==> src/rtl/bba_pkg.sv <==
`timescale 1ns / 1ps

package bba_pkg;

    localparam int KIND_W         = 2;
    localparam int BLOCK_W        = 10;
    localparam int COUNT_W        = 11;
    localparam int BASE_W         = COUNT_W + 1;
    localparam int DEF_MAX_BLOCKS = 1024;
    localparam int DEF_WORD_BITS  = 32;

    localparam logic [COUNT_W-1:0] COUNT_RESET = 11'd1024;

    typedef enum logic [KIND_W-1:0] {
        KIND_SET   = 2'd0,
        KIND_UNSET = 2'd1,
        KIND_CHECK = 2'd2,
        KIND_FIND  = 2'd3
    } kind_t;

    typedef enum logic [2:0] {
        ST_CLEAR,
        ST_IDLE,
        ST_SEEK,
        ST_MODIFY,
        ST_FIND,
        ST_EMPTY
    } state_t;

    typedef enum logic [1:0] {
        RD_ZERO,
        RD_CUR,
        RD_NEXT
    } rd_sel_t;

    typedef struct packed {
        logic fire;
        logic find;
        logic skip;
    } req_t;

    typedef struct packed {
        logic    init;
        logic    step;
        logic    rd_en;
        rd_sel_t rd_sel;
        logic    wr_en;
        logic    wipe;
        logic    load_out;
        logic    out_zero;
    } ctl_t;

    typedef struct packed {
        logic in_word;
        logic at_end;
        logic free_ok;
        logic addr_last;
    } stat_t;

endpackage

==> src/rtl/bba_mem.sv <==
`timescale 1ns / 1ps

module bba_mem
    import bba_pkg::*;
#(
    parameter int WORD_BITS  = DEF_WORD_BITS,
    parameter int WORD_COUNT = DEF_MAX_BLOCKS / DEF_WORD_BITS,
    localparam int AW        = (WORD_COUNT > 1) ? $clog2(WORD_COUNT) : 1
)
(
    input  logic                 clk,
    input  logic                 wr_en,
    input  logic [AW-1:0]        wr_addr,
    input  logic [WORD_BITS-1:0] wr_data,
    input  logic                 rd_en,
    input  logic [AW-1:0]        rd_addr,
    output logic [WORD_BITS-1:0] rd_data
);

    logic [WORD_BITS-1:0] store_reg [WORD_COUNT];
    logic [WORD_BITS-1:0] rd_data_reg;

    always_ff @(posedge clk)
    begin
        if (wr_en)
        begin
            store_reg[wr_addr] <= wr_data;
        end
        if (rd_en)
        begin
            rd_data_reg <= store_reg[rd_addr];
        end
    end

    assign rd_data = rd_data_reg;

endmodule

==> src/rtl/bba_scan.sv <==
`timescale 1ns / 1ps

module bba_scan
    import bba_pkg::*;
#(
    parameter int WORD_BITS  = DEF_WORD_BITS,
    parameter int WORD_COUNT = DEF_MAX_BLOCKS / DEF_WORD_BITS,
    localparam int AW        = (WORD_COUNT > 1) ? $clog2(WORD_COUNT) : 1
)
(
    input  logic                 clk,
    input  logic                 rst_n,
    input  ctl_t                 ctl,
    input  kind_t                kind,
    input  logic [BLOCK_W-1:0]   blk,
    input  logic                 expect_used,
    input  logic [COUNT_W-1:0]   count,
    input  logic [WORD_BITS-1:0] rd_data,
    output logic [AW-1:0]        rd_addr,
    output logic [AW-1:0]        wr_addr,
    output logic [WORD_BITS-1:0] wr_data,
    output logic [COUNT_W-1:0]   found,
    output logic                 match,
    output stat_t                stat
);

    localparam int OW = $clog2(WORD_BITS);

    // Words hold block base + i in bit i; the layout is internal to the block.
    logic [BASE_W-1:0]    base_reg;
    logic [BASE_W-1:0]    base_next;
    logic [AW-1:0]        addr_reg;
    logic [AW-1:0]        addr_next;
    logic [AW-1:0]        addr_inc;
    logic [BASE_W-1:0]    base_top;
    logic [BASE_W-1:0]    blk_ext;
    logic [BASE_W-1:0]    count_ext;
    logic [BASE_W-1:0]    cand;
    logic [OW-1:0]        offset;
    logic [OW-1:0]        pos;
    logic [WORD_BITS-1:0] mask;
    logic [WORD_BITS-1:0] free_bits;
    logic [WORD_BITS-1:0] lowest;

    always_comb
    begin
        base_next = base_reg;
        addr_next = addr_reg;
        if (ctl.init)
        begin
            base_next = '0;
            addr_next = '0;
        end
        else if (ctl.step)
        begin
            base_next = base_top;
            addr_next = addr_inc;
        end
    end

    always_ff @(posedge clk or negedge rst_n)
    begin
        if (!rst_n)
        begin
            base_reg <= '0;
            addr_reg <= '0;
        end
        else
        begin
            base_reg <= base_next;
            addr_reg <= addr_next;
        end
    end

    assign addr_inc  = (addr_reg == AW'(WORD_COUNT - 1)) ? '0 : addr_reg + 1'b1;
    assign base_top  = base_reg + BASE_W'(WORD_BITS);
    assign blk_ext   = BASE_W'(blk);
    assign count_ext = BASE_W'(count);
    assign offset    = OW'(blk_ext - base_reg);
    assign mask      = WORD_BITS'(1) << offset;

    assign free_bits = ~rd_data;
    assign lowest    = free_bits & (~free_bits + WORD_BITS'(1));

    always_comb
    begin
        pos = '0;
        for (int i = 0; i < WORD_BITS; i++)
        begin
            if (lowest[i])
            begin
                pos = pos | OW'(i);
            end
        end
    end

    assign cand = base_reg + BASE_W'(pos);

    assign stat.in_word   = blk_ext < base_top;
    assign stat.at_end    = base_top >= count_ext;
    assign stat.free_ok   = (|free_bits) && (cand < count_ext);
    assign stat.addr_last = addr_reg == AW'(WORD_COUNT - 1);

    assign found = stat.free_ok ? COUNT_W'(cand) : count;
    assign match = (|(rd_data & mask)) == expect_used;

    always_comb
    begin
        unique case (ctl.rd_sel)
            RD_ZERO: rd_addr = '0;
            RD_CUR:  rd_addr = addr_reg;
            RD_NEXT: rd_addr = addr_inc;
            default: rd_addr = '0;
        endcase
    end

    assign wr_addr = addr_reg;

    always_comb
    begin
        if (ctl.wipe)
        begin
            wr_data = '0;
        end
        else
        begin
            unique case (kind)
                KIND_SET:   wr_data = rd_data | mask;
                KIND_UNSET: wr_data = rd_data & ~mask;
                KIND_CHECK: wr_data = rd_data;
                KIND_FIND:  wr_data = rd_data | lowest;
                default:    wr_data = rd_data;
            endcase
        end
    end

endmodule

==> src/rtl/bba_ctrl.sv <==
`timescale 1ns / 1ps

module bba_ctrl
    import bba_pkg::*;
(
    input  logic  clk,
    input  logic  rst_n,
    input  req_t  req,
    input  stat_t stat,
    input  logic  out_free,
    output logic  idle,
    output ctl_t  ctl
);

    state_t state_reg;
    state_t state_next;

    always_ff @(posedge clk or negedge rst_n)
    begin
        if (!rst_n)
        begin
            state_reg <= ST_CLEAR;
        end
        else
        begin
            state_reg <= state_next;
        end
    end

    always_comb
    begin
        state_next = state_reg;
        unique case (state_reg)
            ST_CLEAR:
            begin
                if (stat.addr_last)
                begin
                    state_next = ST_IDLE;
                end
            end
            ST_IDLE:
            begin
                if (req.fire)
                begin
                    if (req.skip)
                    begin
                        state_next = ST_EMPTY;
                    end
                    else if (req.find)
                    begin
                        state_next = ST_FIND;
                    end
                    else
                    begin
                        state_next = ST_SEEK;
                    end
                end
            end
            ST_SEEK:
            begin
                if (stat.in_word)
                begin
                    state_next = ST_MODIFY;
                end
            end
            ST_MODIFY:
            begin
                if (out_free)
                begin
                    state_next = ST_IDLE;
                end
            end
            ST_FIND:
            begin
                if (out_free && (stat.free_ok || stat.at_end))
                begin
                    state_next = ST_IDLE;
                end
            end
            ST_EMPTY:
            begin
                if (out_free)
                begin
                    state_next = ST_IDLE;
                end
            end
            default: state_next = ST_CLEAR;
        endcase
    end

    always_comb
    begin
        ctl  = '0;
        idle = 1'b0;
        unique case (state_reg)
            ST_CLEAR:
            begin
                ctl.wipe  = 1'b1;
                ctl.wr_en = 1'b1;
                ctl.step  = 1'b1;
            end
            ST_IDLE:
            begin
                idle       = 1'b1;
                ctl.rd_sel = RD_ZERO;
                if (req.fire)
                begin
                    ctl.init  = 1'b1;
                    ctl.rd_en = req.find && !req.skip;
                end
            end
            ST_SEEK:
            begin
                ctl.rd_sel = RD_CUR;
                if (stat.in_word)
                begin
                    ctl.rd_en = 1'b1;
                end
                else
                begin
                    ctl.step = 1'b1;
                end
            end
            ST_MODIFY:
            begin
                if (out_free)
                begin
                    ctl.wr_en    = 1'b1;
                    ctl.load_out = 1'b1;
                end
            end
            ST_FIND:
            begin
                ctl.rd_sel = RD_NEXT;
                if (out_free)
                begin
                    priority if (stat.free_ok)
                    begin
                        ctl.wr_en    = 1'b1;
                        ctl.load_out = 1'b1;
                    end
                    else if (stat.at_end)
                    begin
                        ctl.load_out = 1'b1;
                    end
                    else
                    begin
                        ctl.step  = 1'b1;
                        ctl.rd_en = 1'b1;
                    end
                end
            end
            ST_EMPTY:
            begin
                if (out_free)
                begin
                    ctl.load_out = 1'b1;
                    ctl.out_zero = 1'b1;
                end
            end
            default: ctl = '0;
        endcase
    end

`ifndef SYNTHESIS
    // A finished result never overwrites one that is still waiting.
    assert property (@(posedge clk) disable iff (!rst_n) ctl.load_out |-> out_free)
        else $error("result loaded while the output register was occupied");

    // The clearing pass runs once after reset and is never re-entered.
    assert property (@(posedge clk) disable iff (!rst_n)
        state_reg != ST_CLEAR |=> state_reg != ST_CLEAR)
        else $error("clearing pass re-entered");

    // A read-modify-write always follows the seek that fetched its word.
    assert property (@(posedge clk) disable iff (!rst_n)
        $rose(state_reg == ST_MODIFY) |-> $past(state_reg) == ST_SEEK)
        else $error("modify entered without a seek");

    // No word is written while the sequencer is idle or still seeking the word that holds the block.
    assert property (@(posedge clk) disable iff (!rst_n)
        (state_reg == ST_SEEK || state_reg == ST_IDLE) |-> !ctl.wr_en)
        else $error("bitmap written outside a modify, find or clear step");
`endif

endmodule

==> src/rtl/block_bitmap_allocator.sv <==
`timescale 1ns / 1ps
// Set, unset and check step through the words to the one holding the block, read it, then write it
// back and load the result; a block at or above the count gives a zero result without a bitmap access.
// Find and set sets the first free block below the count, scanning in order, else returns the count.
// The next word is accepted only once the previous one has left the sequencer.
// The rate is set by at most one bitmap memory read per cycle and a single shared scan unit.
// Reset clears control state and block_count to 1024, then a clearing pass zeroes each of the
// WORD_COUNT bitmap words (32 by default) in turn; no word is accepted meanwhile.

module block_bitmap_allocator
    import bba_pkg::*;
#(
    parameter int MAX_BLOCKS = DEF_MAX_BLOCKS,
    parameter int WORD_BITS  = DEF_WORD_BITS
)
(
    input  logic                 clk,
    input  logic                 rst_n,
    input  logic                 cfg_we,
    input  logic [COUNT_W-1:0]   cfg_wdata,
    input  logic                 s_axis_tvalid,
    output logic                 s_axis_tready,
    input  logic [15:0]          s_axis_tdata,  // block [9:0], expect_used [10], zero [15:11]
    input  logic [KIND_W-1:0]    s_axis_tuser,  // kind [1:0]
    output logic                 m_axis_tvalid,
    input  logic                 m_axis_tready,
    output logic [15:0]          m_axis_tdata   // found_block [10:0], check_match [11], zero [15:12]
);

    localparam int WORD_COUNT = (MAX_BLOCKS + WORD_BITS - 1) / WORD_BITS;
    localparam int AW         = (WORD_COUNT > 1) ? $clog2(WORD_COUNT) : 1;

    logic [COUNT_W-1:0]   block_count_reg;
    logic [COUNT_W-1:0]   count_eff;
    kind_t                kind_reg;
    logic [BLOCK_W-1:0]   block_reg;
    logic                 expect_reg;
    logic                 out_valid_reg;
    logic [COUNT_W-1:0]   found_block_reg;
    logic [COUNT_W-1:0]   found_block_next;
    logic                 check_match_reg;
    logic                 check_match_next;
    logic                 out_free;
    logic                 idle;
    req_t                 req;
    ctl_t                 ctl;
    stat_t                stat;
    kind_t                in_kind;
    logic [BLOCK_W-1:0]   in_block;
    logic [AW-1:0]        rd_addr;
    logic [AW-1:0]        wr_addr;
    logic [WORD_BITS-1:0] rd_data;
    logic [WORD_BITS-1:0] wr_data;
    logic [COUNT_W-1:0]   found;
    logic                 match;

    always_ff @(posedge clk or negedge rst_n)
    begin
        if (!rst_n)
        begin
            block_count_reg <= COUNT_RESET;
        end
        else if (cfg_we)
        begin
            block_count_reg <= cfg_wdata;
        end
    end

    assign count_eff = (int'(block_count_reg) > MAX_BLOCKS) ? COUNT_W'(MAX_BLOCKS)
                                                            : block_count_reg;

    assign in_kind  = kind_t'(s_axis_tuser);
    assign in_block = s_axis_tdata[BLOCK_W-1:0];

    assign s_axis_tready = idle;
    assign req.fire      = s_axis_tvalid && s_axis_tready;
    assign req.find      = in_kind == KIND_FIND;
    assign req.skip      = (in_kind == KIND_FIND) ? (count_eff == '0)
                                                  : (COUNT_W'(in_block) >= count_eff);

    always_ff @(posedge clk)
    begin
        if (req.fire)
        begin
            kind_reg   <= in_kind;
            block_reg  <= in_block;
            expect_reg <= s_axis_tdata[BLOCK_W];
        end
    end

    bba_ctrl u_ctrl (
        .clk      (clk),
        .rst_n    (rst_n),
        .req      (req),
        .stat     (stat),
        .out_free (out_free),
        .idle     (idle),
        .ctl      (ctl)
    );

    bba_scan #(
        .WORD_BITS  (WORD_BITS),
        .WORD_COUNT (WORD_COUNT)
    ) u_scan (
        .clk         (clk),
        .rst_n       (rst_n),
        .ctl         (ctl),
        .kind        (kind_reg),
        .blk         (block_reg),
        .expect_used (expect_reg),
        .count       (count_eff),
        .rd_data     (rd_data),
        .rd_addr     (rd_addr),
        .wr_addr     (wr_addr),
        .wr_data     (wr_data),
        .found       (found),
        .match       (match),
        .stat        (stat)
    );

    bba_mem #(
        .WORD_BITS  (WORD_BITS),
        .WORD_COUNT (WORD_COUNT)
    ) u_mem (
        .clk     (clk),
        .wr_en   (ctl.wr_en),
        .wr_addr (wr_addr),
        .wr_data (wr_data),
        .rd_en   (ctl.rd_en),
        .rd_addr (rd_addr),
        .rd_data (rd_data)
    );

    assign out_free = !out_valid_reg || m_axis_tready;

    assign found_block_next = (kind_reg == KIND_FIND && !ctl.out_zero) ? found : '0;
    assign check_match_next = (kind_reg == KIND_CHECK && !ctl.out_zero) ? match : 1'b0;

    always_ff @(posedge clk or negedge rst_n)
    begin
        if (!rst_n)
        begin
            out_valid_reg <= 1'b0;
        end
        else if (ctl.load_out)
        begin
            out_valid_reg <= 1'b1;
        end
        else if (m_axis_tready)
        begin
            out_valid_reg <= 1'b0;
        end
    end

    always_ff @(posedge clk)
    begin
        if (ctl.load_out)
        begin
            found_block_reg <= found_block_next;
            check_match_reg <= check_match_next;
        end
    end

    assign m_axis_tvalid = out_valid_reg;
    assign m_axis_tdata  = {4'b0000, check_match_reg, found_block_reg};

endmodule
==> config.mk <==
export PLATFORM = sky130hd
export DESIGN_NAME = block_bitmap_allocator
export DESIGN_NICKNAME = d
export VERILOG_FILES = /design/src/rtl/bba_pkg.sv /design/src/rtl/bba_mem.sv /design/src/rtl/bba_scan.sv /design/src/rtl/bba_ctrl.sv /design/src/rtl/block_bitmap_allocator.sv
export SDC_FILE = /design/constraint.sdc
export NUM_CORES = 2
export LEC_CHECK = 0
export ABC_AREA = 1
export BUFFER_PORTS_ARGS = -buffer_cell sky130_fd_sc_hd__clkbuf_2
export CORE_ASPECT_RATIO = 0.7
export CORE_MARGIN = 2
export CORE_UTILIZATION = 60
export CTS_BUF_LIST = sky130_fd_sc_hd__clkbuf_8 sky130_fd_sc_hd__clkbuf_16
export DETAILED_ROUTE_END_ITERATION = 12
export PLACE_DENSITY = 0.81
export SYNTH_ARGS = -nofsm -noshare
export SYNTH_HDL_FRONTEND = slang
export SYNTH_SLANG_ARGS = --single-unit
export TNS_END_PERCENT = 5
==> constraint.sdc <==
create_clock -name clk -period 5.68 [get_ports clk]
set_input_delay 0.284 -clock clk [delete_from_list [all_inputs] [get_ports clk]]
set_output_delay 0.284 -clock clk [all_outputs]
set_load 0.02 [all_outputs]
==> impl_metrics.tcl <==
set metrics [dict create \
    yosysUniqueCellTypes 59 \
    hp-class "primary input to register" \
    layout.nets 3819 \
    finalSetupTns_ns 0 \
    synth_area_per_cell_um2 12.7 \
    post_cts_buffers 0 \
    hold_depth 3 \
    fillers 5093 \
    vias 32200 \
    syn_inst 3702 \
    endpoint_kind "register" \
    cts_made_buffers 95 \
    synthFlopType "edfxtp_1" \
    syn_to_final_growth_pct 11.7 \
    finalPower_mw 22.8 \
    min-delay-start "cfg_we" \
    die_x_um 338 \
    reg2reg_slack_ns 0.74 \
    antenna_left 0 \
    criticalPathCategory "register to register" \
    core_region_area_um2 77100 \
    setup_violations 0 \
    final.min_clock_period_ns 4.94 \
    clock-root-buffer "clkbuf_16" \
    cp-startpoint "u_mem.rd_data[21]$_DFFE_PP_" \
    synth_seq_area_share 0.708 \
    hpwlAfterDp_um 76100 \
    period_share 0.869 \
    r2r-start "u_mem.rd_data[21]$_DFFE_PP_" \
    pin_count 52 \
    holdBufCountCts 26 \
    track_usage 0.317 \
    synth_edf_count 1081 \
    syn_area_um2 46800 \
    grt_max_degree 104 \
    cp.required_ns 6.04 \
    synth_seq_cells 1108 \
    die-height_um 238 \
    synth_warnings 0 \
    routed_wl_um 128000 \
    drive_above_1_share 0.105 \
    cts_buffer_depth 3 \
    drcViolationCount 0 \
    cts_resized 0 \
    timing.fmax_mhz 203 \
    die_area_um2 80300 \
    async_flop_share 0.0244 \
    firstDrtPassIters 6 \
    largest_reg_flops 1024 \
    worst_slew_pin_slew_ns 1.32 \
    rsz0062_at_grt "false" \
    clock-skew-final_ns 0.0475 \
    routedWlPerCell_um 26.2 \
    startpoint_type "register" \
    hold_viol_final 0 \
    worstHoldEndpoint "block_count_reg[2]$_DFFE_PN0P_" \
    maxCapViolCount 0 \
    n_antenna_cell 0 \
    grt_util_met1 0.480 \
    outcome "complete, no violations" \
    grt_pass1_wl_um 189000 \
    cts_tree "done" \
    grt-ovfl-total 0 \
    critical_path_arrival_ns 5.30 \
    reg2reg_depth 22 \
    clock_latency_ns 0.71 \
    worstPathMaxFanout 14 \
    r2r-end "u_mem.store_reg[7][17]$_DFFE_PP_" \
    relSlewSlack 0.117 \
    io_buffers 42 \
    cts.sinks 1108 \
    leakagePower_nw 17.6 \
    clk_pin_slew_worst_paths_ns 0.08 \
    antenna_found_initial 3 \
    vias_per_cell 6.62 \
    use_met2 0.450 \
    place_congestion 1.00 \
    grtUsageMet3 0.0831 \
    power.density_nw_per_um2 435 \
    slew_violations 0 \
    grt_pass1_vias 30100 \
    grt_busiest_layer "met1" \
    cts-htree-levels 3 \
    drt_iter0_drc 5353 \
    start_util 0.607 \
    core.rowCount 85 \
    worst_ir_drop_vdd_mv 0.303 \
]
[cell usage in the layout, fill, tap and decap left out, types with 19 or more instances in the layout]
| cell | count |
|---|---|
| a21oi_1 | 86 |
| a31oi_1 | 35 |
| buf_12 | 23 |
| buf_4 | 102 |
| clkbuf_16 | 98 |
| clkbuf_2 | 42 |
| clkinv_1 | 23 |
| dfrtp_1 | 26 |
| dlygate4sd3_1 | 26 |
| edfxtp_1 | 1081 |
| ha_1 | 44 |
| inv_1 | 130 |
| nand2_1 | 209 |
| nand3_1 | 44 |
| nand4_1 | 26 |
| nor2_1 | 770 |
| nor2_4 | 36 |
| nor3_1 | 19 |
| o211ai_1 | 134 |
| o21ai_0 | 313 |
| o21bai_1 | 128 |
| o311ai_0 | 112 |
| o32ai_1 | 128 |
[per-stage QoR]
| stage | hold slack [ns] | cells | cell area, um^2 | worst slack [ns] | utilization |
|---|---|---|---|---|---|
| 3_5_place_dp | 0.404 | 4662 | 49000 | 0.910 | 0.635 |
| 3_3_place_gp | 0.394 | 4662 | 49000 | 1.02 | 0.635 |
| 6_report | 0.0785 | 4861 | 52300 | 0.744 | 0.679 |
| 2_1_floorplan | -0.0116 | 3706 | 46800 | 0.537 | - |
| 4_1_cts | 0.0410 | 4861 | 52300 | 0.858 | 0.679 |
| 5_1_grt | 0.111 | 4861 | 52300 | 0.416 | 0.679 |
[layout make-up]
cell class	count	area, um^2	share of cell area
clock buffer	98	2450	0.0469
clock inverter	75	631	0.0121
inverter	120	459	0.00877
multi-input combinational	2223	12600	0.242
sequential	1108	33100	0.633
tap	1044	1310	0.0250
timing repair buffer	193	1700	0.0324
[worst max-delay path by stage]
stage	depth (start not counted)	end	slack [ns]
3_5_place_dp	24	u_mem.store_reg[7][6]$_DFFE_PP_	0.91
4_1_cts	24	u_mem.store_reg[7][17]$_DFFE_PP_	0.86
5_1_grt	24	u_mem.store_reg[7][17]$_DFFE_PP_	0.42
3_3_place_gp	22	u_mem.store_reg[7][6]$_DFFE_PP_	1.02
6_report	22	u_mem.store_reg[7][17]$_DFFE_PP_	0.74
2_1_floorplan	8	u_mem.store_reg[0][18]$_DFFE_PP_	0.54
[where the power goes]
part	internal, mW	total, mW	leakage [nW]	switching [mW]
sequential	10.7	11.0	10.2	0.321
combinational	1.24	5.25	5.78	4.01
clock	3.55	6.50	1.58	2.95
[cell usage after synthesis (8+ instances only)]
cell      number  share of area
nand3_1       44         0.0047
ha_1          44          0.012
inv_2          8        0.00064
clkbuf_1     191          0.015
nor4_1         9         0.0012
o22ai_1       10         0.0013
buf_4         10         0.0016
o32ai_1      128          0.024
nor3_1        29         0.0031
o311ai_0     112          0.021
o21ai_0      313          0.033
edfxtp_1    1081           0.69
o311ai_1      16         0.0030
a31oi_1       35         0.0047
inv_1        110         0.0088
buf_1         17         0.0014
o21bai_1     128          0.021
nand2_1      209          0.017
dfrtp_1       26          0.014
nor2_1       802          0.064
o211ai_1     134          0.021
nand4_1       26         0.0035
a21oi_1       91         0.0097
o21ai_1        8        0.00085
buf_2         36         0.0038
[critical path: stages (launching register included)]
cell and delay [ns]:
edfxtp_1 0.41, inv_1 0.23, nor2_1 0.11, nand2_1 0.16
nor2_1 0.13, nand3_1 0.14, nand2_1 0.12, a41oi_1 0.23
nand2_1 0.12, nor4_1 0.35, inv_1 0.11, ha_1 0.19
a21oi_1 0.15, o21a_1 0.13, o221ai_1 0.12, a41oi_1 0.24
nand2_2 0.09, inv_2 0.08, nand2_1 0.08, o211ai_4 0.20
nand2_4 0.25, nor2_4 0.57, buf_4 0.36
[metal layers]
| metal | up-vias | wire [um] |
|---|---|---|
| li1 | 14000 | - |
| met1 | 15700 | 50800 |
| met2 | 2263 | 55300 |
| met3 | 290 | 17400 |
| met4 | 2 | 4000 |
| met5 | - | 14 |
[kinds of logic after synthesis]
group,after synthesis,synth area share
AO/OA/AOI/OAI,1015,0.147
XOR/XNOR,5,0.000935
adder cells (fa/ha/maj),44,0.0118
buffers and inverters,375,0.0320
flip-flops,1108,0.708
multiplexers,1,0.000240
other,2,0.000160
AND/OR/NAND/NOR,1152,0.0999
No activity file was read; power rests on OpenSTA's default activity.
